==> src/design/rbd_pkg.sv <==
`timescale 1ns / 1ps
`default_nettype none

package rbd_pkg;

	// deque geometry
	localparam int CAPACITY   = 255;
	localparam int DATA_WIDTH = 8;
	localparam int RING_SLOTS = CAPACITY + 1;
	localparam int PTR_W      = (RING_SLOTS > 1) ? $clog2(RING_SLOTS) : 1;
	localparam int OCC_W      = 8;
	localparam int OP_W       = 3;

	typedef logic [PTR_W-1:0]      ptr_t;
	typedef logic [DATA_WIDTH-1:0] data_t;
	typedef logic [OCC_W-1:0]      occ_t;

	// request codes
	typedef enum logic [OP_W-1:0] {
		OP_PUSH_BACK  = 3'd0,
		OP_PUSH_FRONT = 3'd1,
		OP_POP_FRONT  = 3'd2,
		OP_POP_BACK   = 3'd3,
		OP_PEEK_FRONT = 3'd4,
		OP_CLEAR      = 3'd5
	} op_t;

	localparam ptr_t PTR_LAST = ptr_t'(RING_SLOTS - 1);

	// one step forward around the ring
	function automatic ptr_t ring_next(input ptr_t p);
		ring_next = (p == PTR_LAST) ? '0 : ptr_t'(p + 1'b1);
	endfunction

	// one step backward around the ring
	function automatic ptr_t ring_prev(input ptr_t p);
		ring_prev = (p == '0) ? PTR_LAST : ptr_t'(p - 1'b1);
	endfunction

endpackage

`default_nettype wire

==> src/design/rbd_if.sv <==
`timescale 1ns / 1ps
`default_nettype none

// request channel: one deque operation per item
interface rbd_req_if;
	logic                      valid;
	logic                      ready;
	logic [rbd_pkg::OP_W-1:0]  operation;
	logic [7:0]                item_in;

	modport source (output valid, output operation, output item_in, input ready);
	modport sink   (input valid, input operation, input item_in, output ready);
endinterface

// response channel: one result item per request
interface rbd_rsp_if;
	logic        valid;
	logic        ready;
	logic        ok;
	logic [7:0]  item_out;
	logic [7:0]  occupancy;
	logic        is_empty;

	modport source (output valid, output ok, output item_out, output occupancy,
		output is_empty, input ready);
	modport sink   (input valid, input ok, input item_out, input occupancy,
		input is_empty, output ready);
endinterface

`default_nettype wire

==> src/design/ring_buffer_deque.sv <==
`timescale 1ns / 1ps
`default_nettype none

// Byte deque held in a ring of CAPACITY+1 slots (at most CAPACITY items).
// Request channel (req): operation (push back, push front, pop front,
// pop back, peek front, clear) and item_in, the byte to push.
// Response channel (rsp): ok, item_out (popped or peeked byte, else 0),
// occupancy after the request (saturated at 255) and is_empty.
// Every request gives exactly one response item, in order.
// Response: registered, valid in the cycle after the request is taken.
// Throughput: one request per cycle while rsp.ready is high; pointers update
// at the accept edge and the slot RAM is read there, so back-to-back requests
// see each other's effects with no bubble.
// Stall: the response register holds while rsp.ready is low; req.ready
// stays high as long as the response register is empty or being drained
// in the same cycle.
// Reset: arst_n clears both pointers (empty deque) and the response valid.
// Slot contents are not cleared; the pointers never expose unwritten slots.
// Requests with codes 6 and 7 answer ok=0 and leave the state unchanged.

module ring_buffer_deque (
	input  wire logic   clk,
	input  wire logic   arst_n,
	rbd_req_if.sink     req,
	rbd_rsp_if.source   rsp
);

	rbd_pkg::ptr_t  head_q, tail_q;
	rbd_pkg::ptr_t  head_nx, tail_nx;
	rbd_pkg::ptr_t  wr_addr, rd_addr;
	rbd_pkg::ptr_t  count;
	rbd_pkg::data_t mem [rbd_pkg::RING_SLOTS];
	rbd_pkg::data_t rd_data_q;
	rbd_pkg::data_t item;
	rbd_pkg::op_t   op;
	logic           accept;
	logic           is_empty_now;
	logic           wr_en, rd_en, ok_nx;
	logic           valid_q, ok_q, rd_q, empty_q;
	rbd_pkg::occ_t  occ_q, occ_nx;

	assign accept       = req.valid && req.ready;
	assign req.ready    = !valid_q || rsp.ready;
	assign op           = rbd_pkg::op_t'(req.operation);
	assign item         = rbd_pkg::DATA_WIDTH'(req.item_in);
	assign is_empty_now = (head_q == tail_q);

	// decode request: next pointers, slot write and slot read
	always_comb begin
		head_nx = head_q;
		tail_nx = tail_q;
		wr_addr = tail_q;
		rd_addr = tail_q;
		wr_en   = 1'b0;
		rd_en   = 1'b0;
		ok_nx   = 1'b0;
		unique case (op)
			rbd_pkg::OP_PUSH_BACK: begin
				if (rbd_pkg::ring_next(tail_q) != head_q) begin
					tail_nx = rbd_pkg::ring_next(tail_q);
					wr_addr = rbd_pkg::ring_next(tail_q);
					wr_en   = 1'b1;
					ok_nx   = 1'b1;
				end
			end
			rbd_pkg::OP_PUSH_FRONT: begin
				if (rbd_pkg::ring_prev(head_q) != tail_q) begin
					wr_addr = head_q;
					head_nx = rbd_pkg::ring_prev(head_q);
					wr_en   = 1'b1;
					ok_nx   = 1'b1;
				end
			end
			rbd_pkg::OP_POP_FRONT: begin
				if (!is_empty_now) begin
					head_nx = rbd_pkg::ring_next(head_q);
					rd_addr = rbd_pkg::ring_next(head_q);
					rd_en   = 1'b1;
					ok_nx   = 1'b1;
				end
			end
			rbd_pkg::OP_POP_BACK: begin
				if (!is_empty_now) begin
					rd_addr = tail_q;
					tail_nx = rbd_pkg::ring_prev(tail_q);
					rd_en   = 1'b1;
					ok_nx   = 1'b1;
				end
			end
			rbd_pkg::OP_PEEK_FRONT: begin
				if (!is_empty_now) begin
					rd_addr = rbd_pkg::ring_next(head_q);
					rd_en   = 1'b1;
					ok_nx   = 1'b1;
				end
			end
			rbd_pkg::OP_CLEAR: begin
				head_nx = '0;
				tail_nx = '0;
				ok_nx   = 1'b1;
			end
			default: begin
				ok_nx = 1'b0;
			end
		endcase
	end

	// occupancy after the request, saturated to the field width
	always_comb begin
		if (tail_nx >= head_nx) begin
			count = rbd_pkg::ptr_t'(tail_nx - head_nx);
		end else begin
			count = rbd_pkg::ptr_t'(tail_nx + rbd_pkg::ptr_t'(rbd_pkg::RING_SLOTS) - head_nx);
		end
		if ((rbd_pkg::PTR_W + 1)'(count) > (rbd_pkg::PTR_W + 1)'(8'hFF)) begin
			occ_nx = '1;
		end else begin
			occ_nx = rbd_pkg::OCC_W'(count);
		end
	end

	// slot RAM: one write port, one registered read port
	always_ff @(posedge clk) begin
		if (accept && wr_en) begin
			mem[wr_addr] <= item;
		end
		if (accept && rd_en) begin
			rd_data_q <= mem[rd_addr];
		end
	end

	// pointers
	always_ff @(posedge clk or negedge arst_n) begin
		if (!arst_n) begin
			head_q <= '0;
			tail_q <= '0;
		end else if (accept) begin
			head_q <= head_nx;
			tail_q <= tail_nx;
		end
	end

	// response valid
	always_ff @(posedge clk or negedge arst_n) begin
		if (!arst_n) begin
			valid_q <= 1'b0;
		end else if (accept) begin
			valid_q <= 1'b1;
		end else if (rsp.ready) begin
			valid_q <= 1'b0;
		end
	end

	// response payload
	always_ff @(posedge clk) begin
		if (accept) begin
			ok_q    <= ok_nx;
			rd_q    <= rd_en;
			occ_q   <= occ_nx;
			empty_q <= (head_nx == tail_nx);
		end
	end

	assign rsp.valid     = valid_q;
	assign rsp.ok        = ok_q;
	assign rsp.item_out  = rd_q ? 8'(rd_data_q) : 8'h00;
	assign rsp.occupancy = occ_q;
	assign rsp.is_empty  = empty_q;

endmodule

`default_nettype wire
==> src/flat_wrapper.sv <==
// flat-port wrapper written by rule: the top's interface ports become plain ports
module ring_buffer_deque_flat 
  (clk, arst_n, req_valid, req_operation, req_item_in, req_ready, rsp_valid, rsp_ok, rsp_item_out, rsp_occupancy, rsp_is_empty, rsp_ready);
  rbd_req_if req_i ();
  rbd_rsp_if rsp_i ();
  input  wire logic clk;
  input  wire logic arst_n;
  input wire logic [$bits(req_i.valid)-1:0] req_valid;
  input wire logic [$bits(req_i.operation)-1:0] req_operation;
  input wire logic [$bits(req_i.item_in)-1:0] req_item_in;
  output wire logic [$bits(req_i.ready)-1:0] req_ready;
  output wire logic [$bits(rsp_i.valid)-1:0] rsp_valid;
  output wire logic [$bits(rsp_i.ok)-1:0] rsp_ok;
  output wire logic [$bits(rsp_i.item_out)-1:0] rsp_item_out;
  output wire logic [$bits(rsp_i.occupancy)-1:0] rsp_occupancy;
  output wire logic [$bits(rsp_i.is_empty)-1:0] rsp_is_empty;
  input wire logic [$bits(rsp_i.ready)-1:0] rsp_ready;
  assign req_i.valid = req_valid;
  assign req_i.operation = req_operation;
  assign req_i.item_in = req_item_in;
  assign req_ready = req_i.ready;
  assign rsp_valid = rsp_i.valid;
  assign rsp_ok = rsp_i.ok;
  assign rsp_item_out = rsp_i.item_out;
  assign rsp_occupancy = rsp_i.occupancy;
  assign rsp_is_empty = rsp_i.is_empty;
  assign rsp_i.ready = rsp_ready;
  ring_buffer_deque u_core (.clk(clk), .arst_n(arst_n), .req(req_i), .rsp(rsp_i));
endmodule
==> config.mk <==
export PLATFORM = sky130hd
export DESIGN_NAME = ring_buffer_deque_flat
export DESIGN_NICKNAME = d
export VERILOG_FILES = /design/src/design/rbd_pkg.sv /design/src/design/rbd_if.sv /design/src/design/ring_buffer_deque.sv /design/src/flat_wrapper.sv
export SDC_FILE = /design/constraint.sdc
export NUM_CORES = 2
export LEC_CHECK = 0
export BUFFER_PORTS_ARGS = -buffer_cell sky130_fd_sc_hd__buf_2
export CAP_MARGIN = 20
export CORE_ASPECT_RATIO = 0.6
export CORE_MARGIN = 4
export CORE_UTILIZATION = 65
export DETAILED_ROUTE_END_ITERATION = 8
export GPL_TIMING_DRIVEN = 0
export PLACE_DENSITY = 0.8
export SLEW_MARGIN = 20
export SYNTH_ARGS = -nofsm -noshare
export SYNTH_HDL_FRONTEND = slang
export SYNTH_SLANG_ARGS = --single-unit
==> constraint.sdc <==
create_clock -name clk -period 6.3 [get_ports clk]
set_input_delay 0.945 -clock clk [delete_from_list [all_inputs] [get_ports clk]]
set_output_delay 0.945 -clock clk [all_outputs]
set_load 0.01 [all_outputs]
Word-level counts from Yosys, hierarchy flattened. Memory sizes are Yosys's and may differ from the RTL's. A register that Yosys moved wholly into a read port is not among the register bits. Cells that the tools add are included. W data, S select, Z words.

Register bits: 28. RAM bits: 2048. Logic and storage cells: 60. Memories: 1.

$add $sub $neg: 5. Equal/unequal tests: 11. Mux-type cells: 25. Reductions and logical operators: 11.

Memory list: u_core.mem (depth 256, bits a word 8, rd ports 1, clocked after Yosys merged registers in 1, wr ports 1, line ring_buffer_deque.sv:32) `rbd_pkg::data_t mem [rbd_pkg::RING_SLOTS];`.

Operators with widths (number): $mux W8 (12); $pmux W8 S3 (2); $add A8 B1 Y8 const B (2); $eq A8 B8 Y1 (2); $eq A8 B8 Y1 const B (2); $logic_not A8 Y1 (2); $ne A8 B8 Y1 (2); $pmux W8 S2 (1); $sub A8 B1 Y8 const B (2); $mux W1 (8); $sub A8 B8 Y8 (1); $eq A3 B2 Y1 const B (2); $eq A3 B3 Y1 const B (2); $pmux W1 S4 (1); $eq A3 B1 Y1 const B (1); $logic_and A1 B1 Y1 (3); $logic_not A3 Y1 (1); $reduce_or A3 Y1 (1); $pmux W1 S2 (1); $reduce_bool A2 Y1 (1); $reduce_or A2 Y1 (1); $logic_not A1 Y1 (1); $logic_or A1 B1 Y1 (1).

Logic depth before layout (Yosys ltp).
Depth after elaboration: 8. Gate-level depth with buffers: 24.

Worst setup path before layout. No wires, ideal clock.

Path type: register -> register. Start: reg u_core.head_q[0]. End: mem u_core.mem[157][0] (netlist name) (enable). Setup time: 0.383 ns. Arrival: 3.792 ns. Setup slack: 2.124 ns. Stages on the path, launching flop included: 16. Clock period less this slack: 4.176 ns. Path through: dfrtp_1 buf_4 clkinv_1 ha_1 clkbuf_1 nor2b_1 nor3b_1 a21oi_1 a211oi_4 nand3_2 nor3b_1 o21a_1 or4_4 nor2_2 nand2_1 nor3_1.

Longest elaborated chain between the ends: 8.

Ends and longest elaborated chain: start, declared (line ring_buffer_deque.sv:28) `rbd_pkg::ptr_t head_q, tail_q;`; start signal, assigned (line ring_buffer_deque.sv:138) `head_q <= head_nx;`; $sub A8 B1 Y8 or $logic_not A8 Y1 (tied branches) (line rbd_pkg.sv:37) `ring_prev = (p == '0) ? PTR_LAST : ptr_t'(p - 1'b1);`; $mux W8 (line rbd_pkg.sv:37); $ne A8 B8 Y1 (line ring_buffer_deque.sv:67) `if (rbd_pkg::ring_prev(head_q) != tail_q) begin`; $mux W1 (line ring_buffer_deque.sv:67); $pmux W1 S2 (line ring_buffer_deque.sv:57) `unique case (op)`; $logic_and A1 B1 Y1 (line ring_buffer_deque.sv:124) `if (accept && wr_en) begin`; $mux W1 (line ring_buffer_deque.sv:124); $mux W1 (implied by the code) (line ring_buffer_deque.sv:125) `mem[wr_addr] <= item;`; end, declared (line ring_buffer_deque.sv:32).

Several ways; a longest one is shown, not always the timed one.

Worst setup path in the final report.
Start: reg u_core.head_q[0]. End: mem u_core.mem[117][4] (netlist name) (enable).

The elaborated chain is that of the path after synthesis.

==> summary.md <==
| Metric | Value |
|---|---|
| RSZ-0062 raised after global routing | true |
| Vias in the first global route | 52800 |
| Num rows | 103 |
| R2R depth | 17 |
| Max Clk Rate | about 150 MHz |
| Worst R2R Start | u_core.head_q[0] |
| WL/cell | ~40 um |
| First-pass GRT wire length | 422 mm |
| Initial antenna violation count | 18 |
| Syn Inst Count | about 5800 |
| Vias per cell | approximately 7.4 |
| Failing checks | DRC, setup timing |
| CTS tree | yes |
| Final WL | 315 mm |
| CP endpoint kind | flop |
| Gr usage total | 0.445 |
| Cell taking the most area after synthesis | edfxtp_1 |
| Syn Nets | 5793 |
| Width of the die | 478 um |
| Seq/Total Area, Yosys | 0.726 |
| Period utilization | 1.04 |
| Fin area | 95800 um2 |
| CP max stage cell | nor2_1 |
| Pwr/cell area | 427 nW/um2 |
| Core ar. | 132000 um2 |
| I/O Pins | 35 |
| Synth Flop Type | edfxtp_1 |
| Distinct cells, synth | 85 |
| Final min period | 6.55 ns |
| Reg-to-Reg End | u_core.mem[117][4] |
| CP Launch Type | flop |
| CP arrival | 6.99 ns |
| Post-Syn Area per Cell | 14.9 um2 |
| Port Buffers | 33 |
| Die Area | 139000 um2 |
| Crit-path max cell delay | around 0.8 ns |
| Post-Syn Area | 86100 um2 |
| VDD IR max | 331 uV |
| DR pass1 iterations | 9 |
| Leak | approximately 0.033 uW |
| Post-synth EDFFs | 2067 |
| DP Cell Count | roughly 7600 |
| Tightest Pin Transition | about 1.4 ns |
| Initial core utilization | 0.654 |
| CP cell instances | buf_4 -> clkinv_1 -> ha_1 -> clkbuf_1 -> nand2b_1 -> nor2b_1 -> o221ai_1 -> a211oi_4 -> a41oi_1 -> o21ai_1 -> a222oi_1 -> buf_4 -> and2b_1 -> and2b_1 -> nand2_1 -> buf_2 -> nor2_1 |
| Hpwl dp | 221 mm |
| Fin util | 0.728 |
| Root Driver | clkbuf_16 |
| Worst Path Class, Setup | flop to flop |
| FILL cells | 8125 |
| Total gr overflow | 0 |
| DP Area | 89200 um2 |
| Ranking of synthesized cells by area | edfxtp_1, mux2i_1, nand2_1, o22ai_1, nor2_1 |
| 1st-iter DRT viols | 12900 |
| WP data required | 6.75 ns |
| Clk sinks | roughly 2100 |
| # setup viols final | 333 |
| Slew HR | 0.0863 |
| Num CTS Buffers | 177 |
| Final ANT Viol Nets | 0 |
| Non-Filler Instances | 7950 |
| Max-cap violations | 0 |
| Fraction of registers with async set or reset after synthesis | 0.00816 |
| Flop-to-flop setup slack | -0.25 ns |
| Final Hold Fails | 0 |
| Synth cell count leaders | edfxtp_1, mux2i_1, nand2_1 |
| Setup TNS | -20.41 ns |
| Drt drc | 35 |
| Hold Path Class | input pin to asynchronous set/reset pin |
| Die H | 290 um |
| Clock Latency Late Sink | 0.84 ns |
| GPL Wtd Cong | 1.07 |
| Clock transition at path regs | about 0.070 ns |
| Top-count cell post-synth | edfxtp_1 |
| Area delta synth->final | 11.3% |
| Post-synth top area share | 0.721 |
| H-tree depth | 4 |
| Final hold slack | 0.0622 ns |
| CP max FO | 10 |
| CTS Buffer Depth | 3 |
| Worst Skew | 0.0297 ns |
| Share of cells above drive strength 1 | 0.131 |
| Number of synthesis warnings | 0 |
| Vias post-DR | 58900 |
| Synth Register Bits | 2084 |
| Outcome | complete, but fails checks |
| Nets@finish | 6033 |
| Pins Over Slew Limit | 0 |
| Largest net degree at the start of global routing | 130 |
| Final WS setup | -0.245 ns |
-- what timing repair did --
item | in CTS | in global routing
hold buffers | 0 | 0
cloned | 0 | 0
resized for setup | 28 | 232
setup buffers | 5 | 0
pin swaps | 2 | 0
setup endpoints to repair | 810 | 1405
-- layout make-up --
cell class | count | area, um2 | area share
Buffer | 395 | 1970 | 0.0205
Sequential cell | 2084 | 62500 | 0.652
Multi-Input combinational cell | 3264 | 22500 | 0.235
Clock buffer | 225 | 4720 | 0.0492
Timing Repair Buffer | 63 | 817 | 0.00852
Inverter | 20 | 75.1 | 0.000783
Antenna cell | 15 | 37.5 | 0.000392
Tap cell | 1785 | 2230 | 0.0233
Clock inverter | 99 | 971 | 0.0101
-- worst max path at each step --
| stage | startpoint | to | cells after the start |
|---|---|---|---|
| after global routing | u_core.head_q[0] | u_core.mem[117][4] | 16 |
| final | u_core.head_q[0] | u_core.mem[117][4] | 17 |
| after global placement | req_operation[1] | u_core.rd_data_q[0] | 13 |
| after detailed placement | req_operation[1] | u_core.rd_data_q[0] | 14 |
| after CTS | u_core.tail_q[0] | u_core.mem[37][7] | 17 |
| after floorplan | u_core.head_q[0] | u_core.mem[157][0] | 15 |
-- through the flow --
stage | setup slack (ns) | power (uW)
after CTS | 0.000312 | 39300
after global placement | -1.25 | 28400
after global routing | -0.186 | 41200
after detailed placement | -0.781 | 28600
final | -0.245 | 41000
after floorplan | 2.12 | 22500
-- state kept, by name, indices dropped and copies added (netlist names) --
| register | cells |
|---|---|
| u_core.rsp.valid | 1 |
| u_core.rsp.ok | 1 |
| u_core.rsp.occupancy | 8 |
| u_core.rd_q | 1 |
| u_core.mem | 2048 |
| u_core.rd_data_q | 8 |
| u_core.rsp.is_empty | 1 |
| u_core.head_q | 8 |
| u_core.tail_q | 8 |
-- cells by family after synthesis --
logic type      Yosys count  synth area share
compound gates         1025            0.0767
xor+xnor                 35           0.00381
fa+ha+maj                13           0.00198
buf+inv                 417            0.0234
flops                  2084             0.726
mux                     864             0.101
simple gates           1327            0.0675
-- layout by cell type, fill, tap and decap left out, types with 10 or more instances in the layout --
cell       synthesis  routed
o22ai_1          280     265
nor3_2             0      15
nor3_1           180     165
a31oi_1           87      80
buf_2            170     197
and2_1            21      21
buf_8              0      10
dfrtp_1           17      17
buf_16             0      15
a21oi_1          162     161
nand4_1           12      12
o221ai_1          53      53
ha_1              12      12
mux2i_1          860     860
buf_4             54      60
a221oi_1          52      51
diode_2            0      15
buf_1             25      22
o31ai_1           24      22
nand3_1          177     177
bufinv_16          0      16
o22ai_2            0      15
clkinv_1           3      44
nand2b_1          10      10
nand2_1          568     568
clkbuf_1         144     164
nor2_4             0      50
xnor2_1           22      22
clkbuf_2           0      21
clkinv_2           0      22
xor2_1            11      11
clkbuf_16          0     182
a22oi_1          132     132
edfxtp_1        2067    2067
nor2b_1           13      12
inv_1             16      16
nor2_2             4     130
nor2_1           285     109
o21ai_0          175     175
-- power breakdown --
group	total [uW]	internal, uW	switching [uW]
logic	14400	3640	10800
registers	15400	15400	47.6
clock network	11100	5980	5130
total	41000	25000	16000
-- per-layer routing --
layer,global-route usage,vias up,share of wire
met5,0.0339,-,0.0033
met3,0.279,871,0.21
li1,-,22900,-
met4,0.159,34,0.043
met2,0.542,5953,0.38
met1,0.637,29100,0.36
-- critical path, delay by kind of cell (launching register included) --
family | cells | cell delay (ns)
AOI/OAI and AO/OA | 5 | 1.44
adders and majority gates | 1 | 0.32
buffers and inverters | 5 | 1.58
DFF | 1 | 0.53
and+or+nand+nor | 6 | 2.27
Note: power is estimated with default switching activity, not from simulation.
